### src/sv/iscv_pkg.sv
`timescale 1ns / 1ps

package iscv_pkg;

    localparam int VERSION_FIELD_BYTES = 16;
    localparam int NAME_FIELD_BYTES    = 32;
    localparam int SIZE_BITS           = 24;
    localparam int CFG_DATA_BITS       = 32;

    localparam int HDR_BYTES    = 48 + VERSION_FIELD_BYTES + NAME_FIELD_BYTES;
    localparam int RAM_FIELD_AT = 16 + VERSION_FIELD_BYTES + NAME_FIELD_BYTES;

    localparam logic [31:0] IMG_MAGIC       = 32'h5746_434D;
    localparam logic [15:0] IMG_HDR_VERSION = 16'd2;
    localparam logic [31:0] CRC_POLY        = 32'hEDB8_8320;
    localparam logic [31:0] CRC_PRESET      = 32'hFFFF_FFFF;

    typedef enum logic [1:0] {
        ACT_START  = 2'd0,
        ACT_DATA   = 2'd1,
        ACT_FINISH = 2'd2,
        ACT_ABORT  = 2'd3
    } t_action;

    typedef enum logic [3:0] {
        ST_OK         = 4'd0,
        ST_INVALID    = 4'd1,
        ST_BUSY       = 4'd2,
        ST_TOO_BIG    = 4'd3,
        ST_NO_SPACE   = 4'd4,
        ST_INCOMPLETE = 4'd5,
        ST_BAD_HEADER = 4'd6,
        ST_BAD_CRC    = 4'd7,
        ST_RAM        = 4'd8,
        ST_ABORTED    = 4'd9
    } t_status;

    typedef enum logic [1:0] {
        CFG_IMAGE_SIZE   = 2'd0,
        CFG_SLOT_SIZE    = 2'd1,
        CFG_STAGING_SIZE = 2'd2,
        CFG_RAM_LIMIT    = 2'd3
    } t_cfg_index;

    // Reflected CRC-32 update over one byte, one bit per step.
    function automatic logic [31:0] iscv_crc_byte(input logic [31:0] crc_in,
                                                  input logic [7:0]  data);
        logic [31:0] crc;
        crc = crc_in ^ {24'd0, data};
        for (int i = 0; i < 8; i++) begin
            crc = crc[0] ? ((crc >> 1) ^ CRC_POLY) : (crc >> 1);
        end
        return crc;
    endfunction

endpackage

### src/sv/image_store_header_crc_verifier.sv
`timescale 1ns / 1ps

// Channel   | valid        | stall        | payload
// ----------+--------------+--------------+----------------------------------------
// input     | i_in_valid   | o_in_stall   | i_action, i_data_byte, i_byte_offset
// result    | o_out_valid  | i_out_stall  | o_status, o_session_open
// config    | i_cfg_we     | (none)       | i_cfg_index, i_cfg_data
//
// One item is taken per cycle while o_in_stall is low; its result is registered in the
// result register, or in the skid register while the result register is held.
// A two-entry output buffer (result register plus skid register) lets a new item
// be taken while a result waits; o_in_stall rises only when both entries are full.
// Reset is synchronous and active low; it closes any session and restores the
// configuration registers to their defaults.

module image_store_header_crc_verifier (
    input  logic                     i_clk,
    input  logic                     i_rst_n,
    input  logic                     i_in_valid,
    output logic                     o_in_stall,
    input  iscv_pkg::t_action        i_action,
    input  logic [7:0]               i_data_byte,
    input  logic [iscv_pkg::SIZE_BITS-1:0] i_byte_offset,
    output logic                     o_out_valid,
    input  logic                     i_out_stall,
    output iscv_pkg::t_status        o_status,
    output logic                     o_session_open,
    input  logic                     i_cfg_we,
    input  iscv_pkg::t_cfg_index     i_cfg_index,
    input  logic [iscv_pkg::CFG_DATA_BITS-1:0] i_cfg_data
);
    import iscv_pkg::*;

    localparam logic [SIZE_BITS-1:0] HDR_SZ  = SIZE_BITS'(HDR_BYTES);
    localparam logic [SIZE_BITS-1:0] RAM_AT  = SIZE_BITS'(RAM_FIELD_AT);
    localparam logic [SIZE_BITS-1:0] SIZE_MAX = {SIZE_BITS{1'b1}};

    // Configuration
    logic [SIZE_BITS-1:0] r_image_size;
    logic [SIZE_BITS-1:0] r_slot_size;
    logic [SIZE_BITS-1:0] r_staging_size;
    logic [31:0]          r_ram_limit;

    // Session state
    logic                 r_active,   n_active;
    logic [SIZE_BITS-1:0] r_received, n_received;
    logic [SIZE_BITS-1:0] r_sess_size, n_sess_size;
    logic [31:0]          r_crc,      n_crc;
    logic [31:0]          r_magic,    n_magic;
    logic [15:0]          r_version,  n_version;
    logic [15:0]          r_hdr_len,  n_hdr_len;
    logic [31:0]          r_pay_len,  n_pay_len;
    logic [31:0]          r_exp_crc,  n_exp_crc;
    logic [31:0]          r_ram_need, n_ram_need;
    t_status              n_status;

    // Output buffer
    logic                 r_out_valid;
    t_status              r_out_status;
    logic                 r_out_open;
    logic                 r_skid_valid;
    t_status              r_skid_status;
    logic                 r_skid_open;

    logic                 in_xfer;
    logic                 out_free;
    logic [SIZE_BITS-1:0] pay_off;
    logic [SIZE_BITS-1:0] ram_rel;

    assign o_in_stall     = r_skid_valid;
    assign in_xfer        = i_in_valid && !r_skid_valid;
    assign out_free       = !r_out_valid || !i_out_stall;
    assign o_out_valid    = r_out_valid;
    assign o_status       = r_out_status;
    assign o_session_open = r_out_open;
    assign pay_off        = i_byte_offset - HDR_SZ;
    assign ram_rel        = i_byte_offset - RAM_AT;

    always_comb begin
        n_active    = r_active;
        n_received  = r_received;
        n_sess_size = r_sess_size;
        n_crc       = r_crc;
        n_magic     = r_magic;
        n_version   = r_version;
        n_hdr_len   = r_hdr_len;
        n_pay_len   = r_pay_len;
        n_exp_crc   = r_exp_crc;
        n_ram_need  = r_ram_need;
        n_status    = ST_OK;

        unique case (i_action)
            ACT_START: begin
                if (r_image_size < HDR_SZ) begin
                    n_status = ST_INVALID;
                end else if (r_active) begin
                    n_status = ST_BUSY;
                end else begin
                    n_received = '0;
                    n_crc      = CRC_PRESET;
                    n_magic    = '0;
                    n_version  = '0;
                    n_hdr_len  = '0;
                    n_pay_len  = '0;
                    n_exp_crc  = '0;
                    n_ram_need = '0;
                    n_sess_size = '0;
                    if (r_image_size > r_slot_size) begin
                        n_status = ST_TOO_BIG;
                    end else if (r_image_size > r_staging_size) begin
                        n_status = ST_NO_SPACE;
                    end else begin
                        n_sess_size = r_image_size;
                        n_active    = 1'b1;
                    end
                end
            end
            ACT_DATA: begin
                if (!r_active || i_byte_offset != r_received) begin
                    n_status = ST_INVALID;
                end else if (r_received >= r_sess_size) begin
                    n_status = ST_TOO_BIG;
                end else begin
                    n_received = r_received + SIZE_BITS'(1);
                    // The header fields are little endian; the low offset bits pick the lane.
                    if (i_byte_offset < SIZE_BITS'(4)) begin
                        n_magic[8*i_byte_offset[1:0] +: 8] = i_data_byte;
                    end else if (i_byte_offset < SIZE_BITS'(6)) begin
                        n_version[8*i_byte_offset[0] +: 8] = i_data_byte;
                    end else if (i_byte_offset < SIZE_BITS'(8)) begin
                        n_hdr_len[8*i_byte_offset[0] +: 8] = i_data_byte;
                    end else if (i_byte_offset < SIZE_BITS'(12)) begin
                        n_pay_len[8*i_byte_offset[1:0] +: 8] = i_data_byte;
                    end else if (i_byte_offset < SIZE_BITS'(16)) begin
                        n_exp_crc[8*i_byte_offset[1:0] +: 8] = i_data_byte;
                    end else if (i_byte_offset >= RAM_AT &&
                                 i_byte_offset < RAM_AT + SIZE_BITS'(4)) begin
                        n_ram_need[8*ram_rel[1:0] +: 8] = i_data_byte;
                    end else if (i_byte_offset >= HDR_SZ &&
                                 32'(pay_off) < r_pay_len) begin
                        n_crc = iscv_crc_byte(r_crc, i_data_byte);
                    end
                end
            end
            ACT_FINISH: begin
                if (!r_active) begin
                    n_status = ST_INVALID;
                end else begin
                    if (r_received != r_sess_size) begin
                        n_status = ST_INCOMPLETE;
                    end else if (r_magic != IMG_MAGIC || r_version != IMG_HDR_VERSION ||
                                 r_hdr_len != 16'(HDR_BYTES) || r_pay_len == '0 ||
                                 r_pay_len > 32'(r_sess_size - HDR_SZ)) begin
                        n_status = ST_BAD_HEADER;
                    end else if (r_ram_need > r_ram_limit) begin
                        n_status = ST_RAM;
                    end else if (~r_crc != r_exp_crc) begin
                        n_status = ST_BAD_CRC;
                    end
                    n_active    = 1'b0;
                    n_received  = '0;
                    n_sess_size = '0;
                    n_crc       = CRC_PRESET;
                    n_magic     = '0;
                    n_version   = '0;
                    n_hdr_len   = '0;
                    n_pay_len   = '0;
                    n_exp_crc   = '0;
                    n_ram_need  = '0;
                end
            end
            ACT_ABORT: begin
                if (!r_active) begin
                    n_status = ST_INVALID;
                end else begin
                    n_status    = ST_ABORTED;
                    n_active    = 1'b0;
                    n_received  = '0;
                    n_sess_size = '0;
                    n_crc       = CRC_PRESET;
                    n_magic     = '0;
                    n_version   = '0;
                    n_hdr_len   = '0;
                    n_pay_len   = '0;
                    n_exp_crc   = '0;
                    n_ram_need  = '0;
                end
            end
            default: begin
                n_status = ST_INVALID;
            end
        endcase
    end

    always_ff @(posedge i_clk) begin
        if (!i_rst_n) begin
            r_image_size   <= '0;
            r_slot_size    <= SIZE_MAX;
            r_staging_size <= SIZE_MAX;
            r_ram_limit    <= 32'hFFFF_FFFF;
        end else if (i_cfg_we) begin
            unique case (i_cfg_index)
                CFG_IMAGE_SIZE:   r_image_size   <= i_cfg_data[SIZE_BITS-1:0];
                CFG_SLOT_SIZE:    r_slot_size    <= i_cfg_data[SIZE_BITS-1:0];
                CFG_STAGING_SIZE: r_staging_size <= i_cfg_data[SIZE_BITS-1:0];
                CFG_RAM_LIMIT:    r_ram_limit    <= i_cfg_data[31:0];
                default:          r_ram_limit    <= r_ram_limit;
            endcase
        end
    end

    always_ff @(posedge i_clk) begin
        if (!i_rst_n) begin
            r_active    <= 1'b0;
            r_received  <= '0;
            r_sess_size <= '0;
            r_crc       <= CRC_PRESET;
            r_magic     <= '0;
            r_version   <= '0;
            r_hdr_len   <= '0;
            r_pay_len   <= '0;
            r_exp_crc   <= '0;
            r_ram_need  <= '0;
        end else if (in_xfer) begin
            r_active    <= n_active;
            r_received  <= n_received;
            r_sess_size <= n_sess_size;
            r_crc       <= n_crc;
            r_magic     <= n_magic;
            r_version   <= n_version;
            r_hdr_len   <= n_hdr_len;
            r_pay_len   <= n_pay_len;
            r_exp_crc   <= n_exp_crc;
            r_ram_need  <= n_ram_need;
        end
    end

    // The skid register fills only while the result register is held, and it
    // drains into the result register before any new item is taken.
    always_ff @(posedge i_clk) begin
        if (!i_rst_n) begin
            r_out_valid  <= 1'b0;
            r_skid_valid <= 1'b0;
        end else if (out_free) begin
            if (r_skid_valid) begin
                r_out_valid  <= 1'b1;
                r_skid_valid <= 1'b0;
            end else begin
                r_out_valid <= in_xfer;
            end
        end else if (in_xfer) begin
            r_skid_valid <= 1'b1;
        end
    end

    always_ff @(posedge i_clk) begin
        if (out_free) begin
            if (r_skid_valid) begin
                r_out_status <= r_skid_status;
                r_out_open   <= r_skid_open;
            end else if (in_xfer) begin
                r_out_status <= n_status;
                r_out_open   <= n_active;
            end
        end else if (in_xfer) begin
            r_skid_status <= n_status;
            r_skid_open   <= n_active;
        end
    end

endmodule
### config.mk
export PLATFORM = sky130hd
export DESIGN_NAME = image_store_header_crc_verifier
export DESIGN_NICKNAME = d
export VERILOG_FILES = /design/src/sv/iscv_pkg.sv /design/src/sv/image_store_header_crc_verifier.sv
export SDC_FILE = /design/constraint.sdc
export NUM_CORES = 1
export LEC_CHECK = 0
export ABC_AREA = 1
export BUFFER_PORTS_ARGS = -buffer_cell sky130_fd_sc_hd__buf_2
export CAP_MARGIN = 20
export CORE_ASPECT_RATIO = 0.5
export CORE_MARGIN = 2
export CORE_UTILIZATION = 49
export CTS_BUF_LIST = sky130_fd_sc_hd__clkbuf_16
export DETAILED_ROUTE_END_ITERATION = 10
export PLACE_DENSITY_LB_ADDON = 0.15
export SETUP_SLACK_MARGIN = 0.02
export SLEW_MARGIN = 20
export SYNTH_ARGS = -nofsm -noshare
export SYNTH_HDL_FRONTEND = slang
export SYNTH_SLANG_ARGS = --single-unit
### constraint.sdc
create_clock -name i_clk -period 5.19 [get_ports i_clk]
set_input_delay 0.519 -clock i_clk [delete_from_list [all_inputs] [get_ports i_clk]]
set_output_delay 0.519 -clock i_clk [all_outputs]
set_load 0.1 [all_outputs]
==> qor.yml <==
floorplanning:
  die_area_sq_um: 45000
  die_x_um: 298
  coreArea_sq_um: 42300
  ioPinCount: 80
  initial_core_util: 0.500
  num_rows: 53
  die_h_um: 151
flow_run:
  maxCapViolCount: 0
timing:
  fmax_mhz: 239
  skew_ns: 0.0348
  period_share: 0.805
  max-slew-margin-rel: 0.326
  tightest_slew_ns: 1.01
  hold_viol: 0
  final_max_slew_viol_count: 0
  period_minus_slack_ns: 4.18
  finalSetupTns_ns: 0
  finalSetupViolations: 0
  rsz0062_at_grt: "false"
synthesis:
  syn_avg_cell_area_sq_um: 6.97
  syn_nets: 3276
  ys_ff_latch: 357
  synth_cell_types: 45
  seq_area_frac_synth: 0.342
  syn_area_sq_um: 21200
  synthCells: 3037
  yosysWarnings: 0
clocking:
  cts.path.max_buffers: 3
  cts_root_buffer: "clkbuf_16"
  cts_max_level: 2
  cts_sinks: 357
  cts_buffers: 35
  postCtsSetupRepairBufs: 0
  cts_resized: 0
  cts_tree: "built"
  hold_buffers: 0
  clk_pin_slew_worst_paths_ns: 0.07
  clk_latency_ns: 0.56
grt:
  first_global_vias: 18100
  grt_max_degree: 110
  grt-ovfl-total: 0
  grt_usage: 0.292
  grt_pass1_wl_um: 103000
  antenna_found_initial: 0
route:
  wl_met1_um: 32200
  dr_wl_met2_um: 27200
  drtIter0Drc: 2047
  drt_wl_total_um: 66300
  post_drt_via_cell_ratio: 5.52
  wl_met3_um: 5740
  drtPass1Iterations: 6
  top_layer_used: "met4"
  vias: 20200
  drc: 0
  ant_nets: 0
  wl_per_cell_um: 18.1
finish:
  drive_gt1_frac: 0.0746
  multi_input_area_sq_um: 12100
  antennaDiodeCount: 0
  layout.area.seq_sq_um: 7250
  final_common_cell: "nand2_1"
  postLayoutCoreUtil: 0.546
  area_growth_pct: 9.07
  final_cell_mix: "nand2_1, nor2_1, dfxtp_1"
  nFillCells: 4243
  fin_nets: 3298
worst_setup_path:
  crit_arrival_ns: 4.56
  cp_max_fo: 8
  cpPeakStageDelay_ns: 0.45
  cp_slowest_cell: "ha_1"
  crit_path_start_kind: "flop"
  crit_type: "flop to flop"
  critical_path_required_ns: 5.57
  endpoint_kind: "flop"
  path_cells: "a21oi_1, nand3_1, nor3_1, nand2_1, nor2_1, nand3_1, nand3b_1, nor2_1, nand4_1, ha_1, a21oi_1, o21a_1, nand2_1, a21oi_1, nand2_1, a21oi_1, inv_1, o21ai_0, nand2_1, nor2_1"
place:
  detailed_place_hpwl_um: 48200
  port_buffers: 79
  place_congestion: 0.924
worst_hold_path:
  hold_path.class: "input pin to flop"
power_and_ir_drop:
  power_density_nw_per_um2: 288
  vdd_drop_max_uv: 200
  power_leakage_uw: 0.0109
status:
  status: "completed"
## metrics by stage
stage | power [uW] | hold WS (ns) | std cells | cell area, sq um | setup WS (ns)
2_1_floorplan | 3840 | 0.422 | 3037 | 21200 | 1.74
3_3_place_gp | 4160 | 0.440 | 3599 | 22000 | 1.28
3_5_place_dp | 4190 | 0.439 | 3599 | 22000 | 1.17
4_1_cts | 6650 | 0.183 | 3661 | 23100 | 1.08
5_1_grt | 6950 | 0.195 | 3661 | 23100 | 0.502
6_report | 6650 | 0.187 | 3661 | 23100 | 1.01
## flip-flops by register name, indices dropped and copies added, names as in the netlist, 4 cells and up
| name | flops |
|---|---|
| r_version | 16 |
| r_sess_size | 24 |
| r_crc | 32 |
| r_ram_need | 32 |
| o_status | 4 |
| r_staging_size | 24 |
| r_image_size | 24 |
| r_exp_crc | 32 |
| r_skid_status | 4 |
| r_pay_len | 32 |
| r_ram_limit | 32 |
| r_slot_size | 24 |
| r_received | 24 |
| r_hdr_len | 16 |
| r_magic | 32 |
## kinds of logic (layout without fill, tap and decap cells)
family                   after synthesis  in the layout  share of synthesized area
AO/OA/AOI/OAI                        498            498                      0.130
buffers and inverters                473            520                     0.0877
XOR/XNOR                             126            126                     0.0525
flip-flops                           357            357                      0.342
AND/OR/NAND/NOR                     1417           1417                      0.290
adder cells (fa/ha/maj)              166            166                     0.0981
## worst max-delay path, delay by kind of cell, from the launching register on
kind / cells / cell delay [ns]
AND/OR/NAND/NOR: 12 / 2.01
flip-flops: 1 / 0.35
AO/OA/AOI/OAI: 6 / 1.14
adder cells (fa/ha/maj): 1 / 0.45
buffers and inverters: 1 / 0.07
## per-layer routing
metal | up-vias | track usage
met3 | 79 | 0.0532
met1 | 9347 | 0.437
met4 | 0 | 0.0568
met5 | - | 0
li1 | 10100 | -
met2 | 718 | 0.437
## power by group
| part | switching [uW] | total (uW) | internal [uW] |
|---|---|---|---|
| logic | 790 | 1170 | 382 |
| registers | 109 | 2980 | 2870 |
| clock network | 1170 | 2500 | 1330 |
| total | 2070 | 6650 | 4580 |
## final timing paths
check | slack [ns] | start | cells after the start | endpoint
hold reg to reg | 0.45 | r_magic[22] | 2 | r_magic[22]
hold / removal | 0.19 | i_cfg_data[29] | 3 | r_ram_limit[29]
setup / recovery | 1.01 | r_sess_size[5] | 20 | r_skid_status[3]
setup reg to reg | 1.01 | r_sess_size[5] | 20 | r_skid_status[3]
## layout make-up
| cell class | instances | area share |
|---|---|---|
| tap | 577 | 0.0313 |
| clock buffer | 35 | 0.0379 |
| sequential | 357 | 0.314 |
| clock inverter | 27 | 0.00764 |
| inverter | 347 | 0.0565 |
| multi-input combinational | 2207 | 0.525 |
| timing repair buffer | 111 | 0.0278 |
## cell usage after synthesis (all sizes together)
library cell / n / share of area
dfxtp: 347 / 0.33
o31ai: 2 / 0.0014
a21oi: 282 / 0.067
o21bai: 2 / 0.00071
o211ai: 50 / 0.018
a21o: 8 / 0.0028
nand4: 110 / 0.033
nand2: 663 / 0.12
o22ai: 23 / 0.0068
or2: 18 / 0.0053
a41oi: 1 / 0.00041
nor4: 19 / 0.0056
nor2: 359 / 0.066
clkbuf: 81 / 0.014
xnor2: 43 / 0.018
nand3: 207 / 0.051
edfxtp: 10 / 0.014
o21a: 9 / 0.0032
nor3: 37 / 0.0095
o21ai: 119 / 0.029
buf: 45 / 0.012
inv: 347 / 0.062
nand3b: 4 / 0.0014
a31oi: 1 / 0.00030
ha: 166 / 0.098
xor2: 83 / 0.034
o41ai: 1 / 0.00077
No activity file was read; power rests on OpenSTA's default activity.
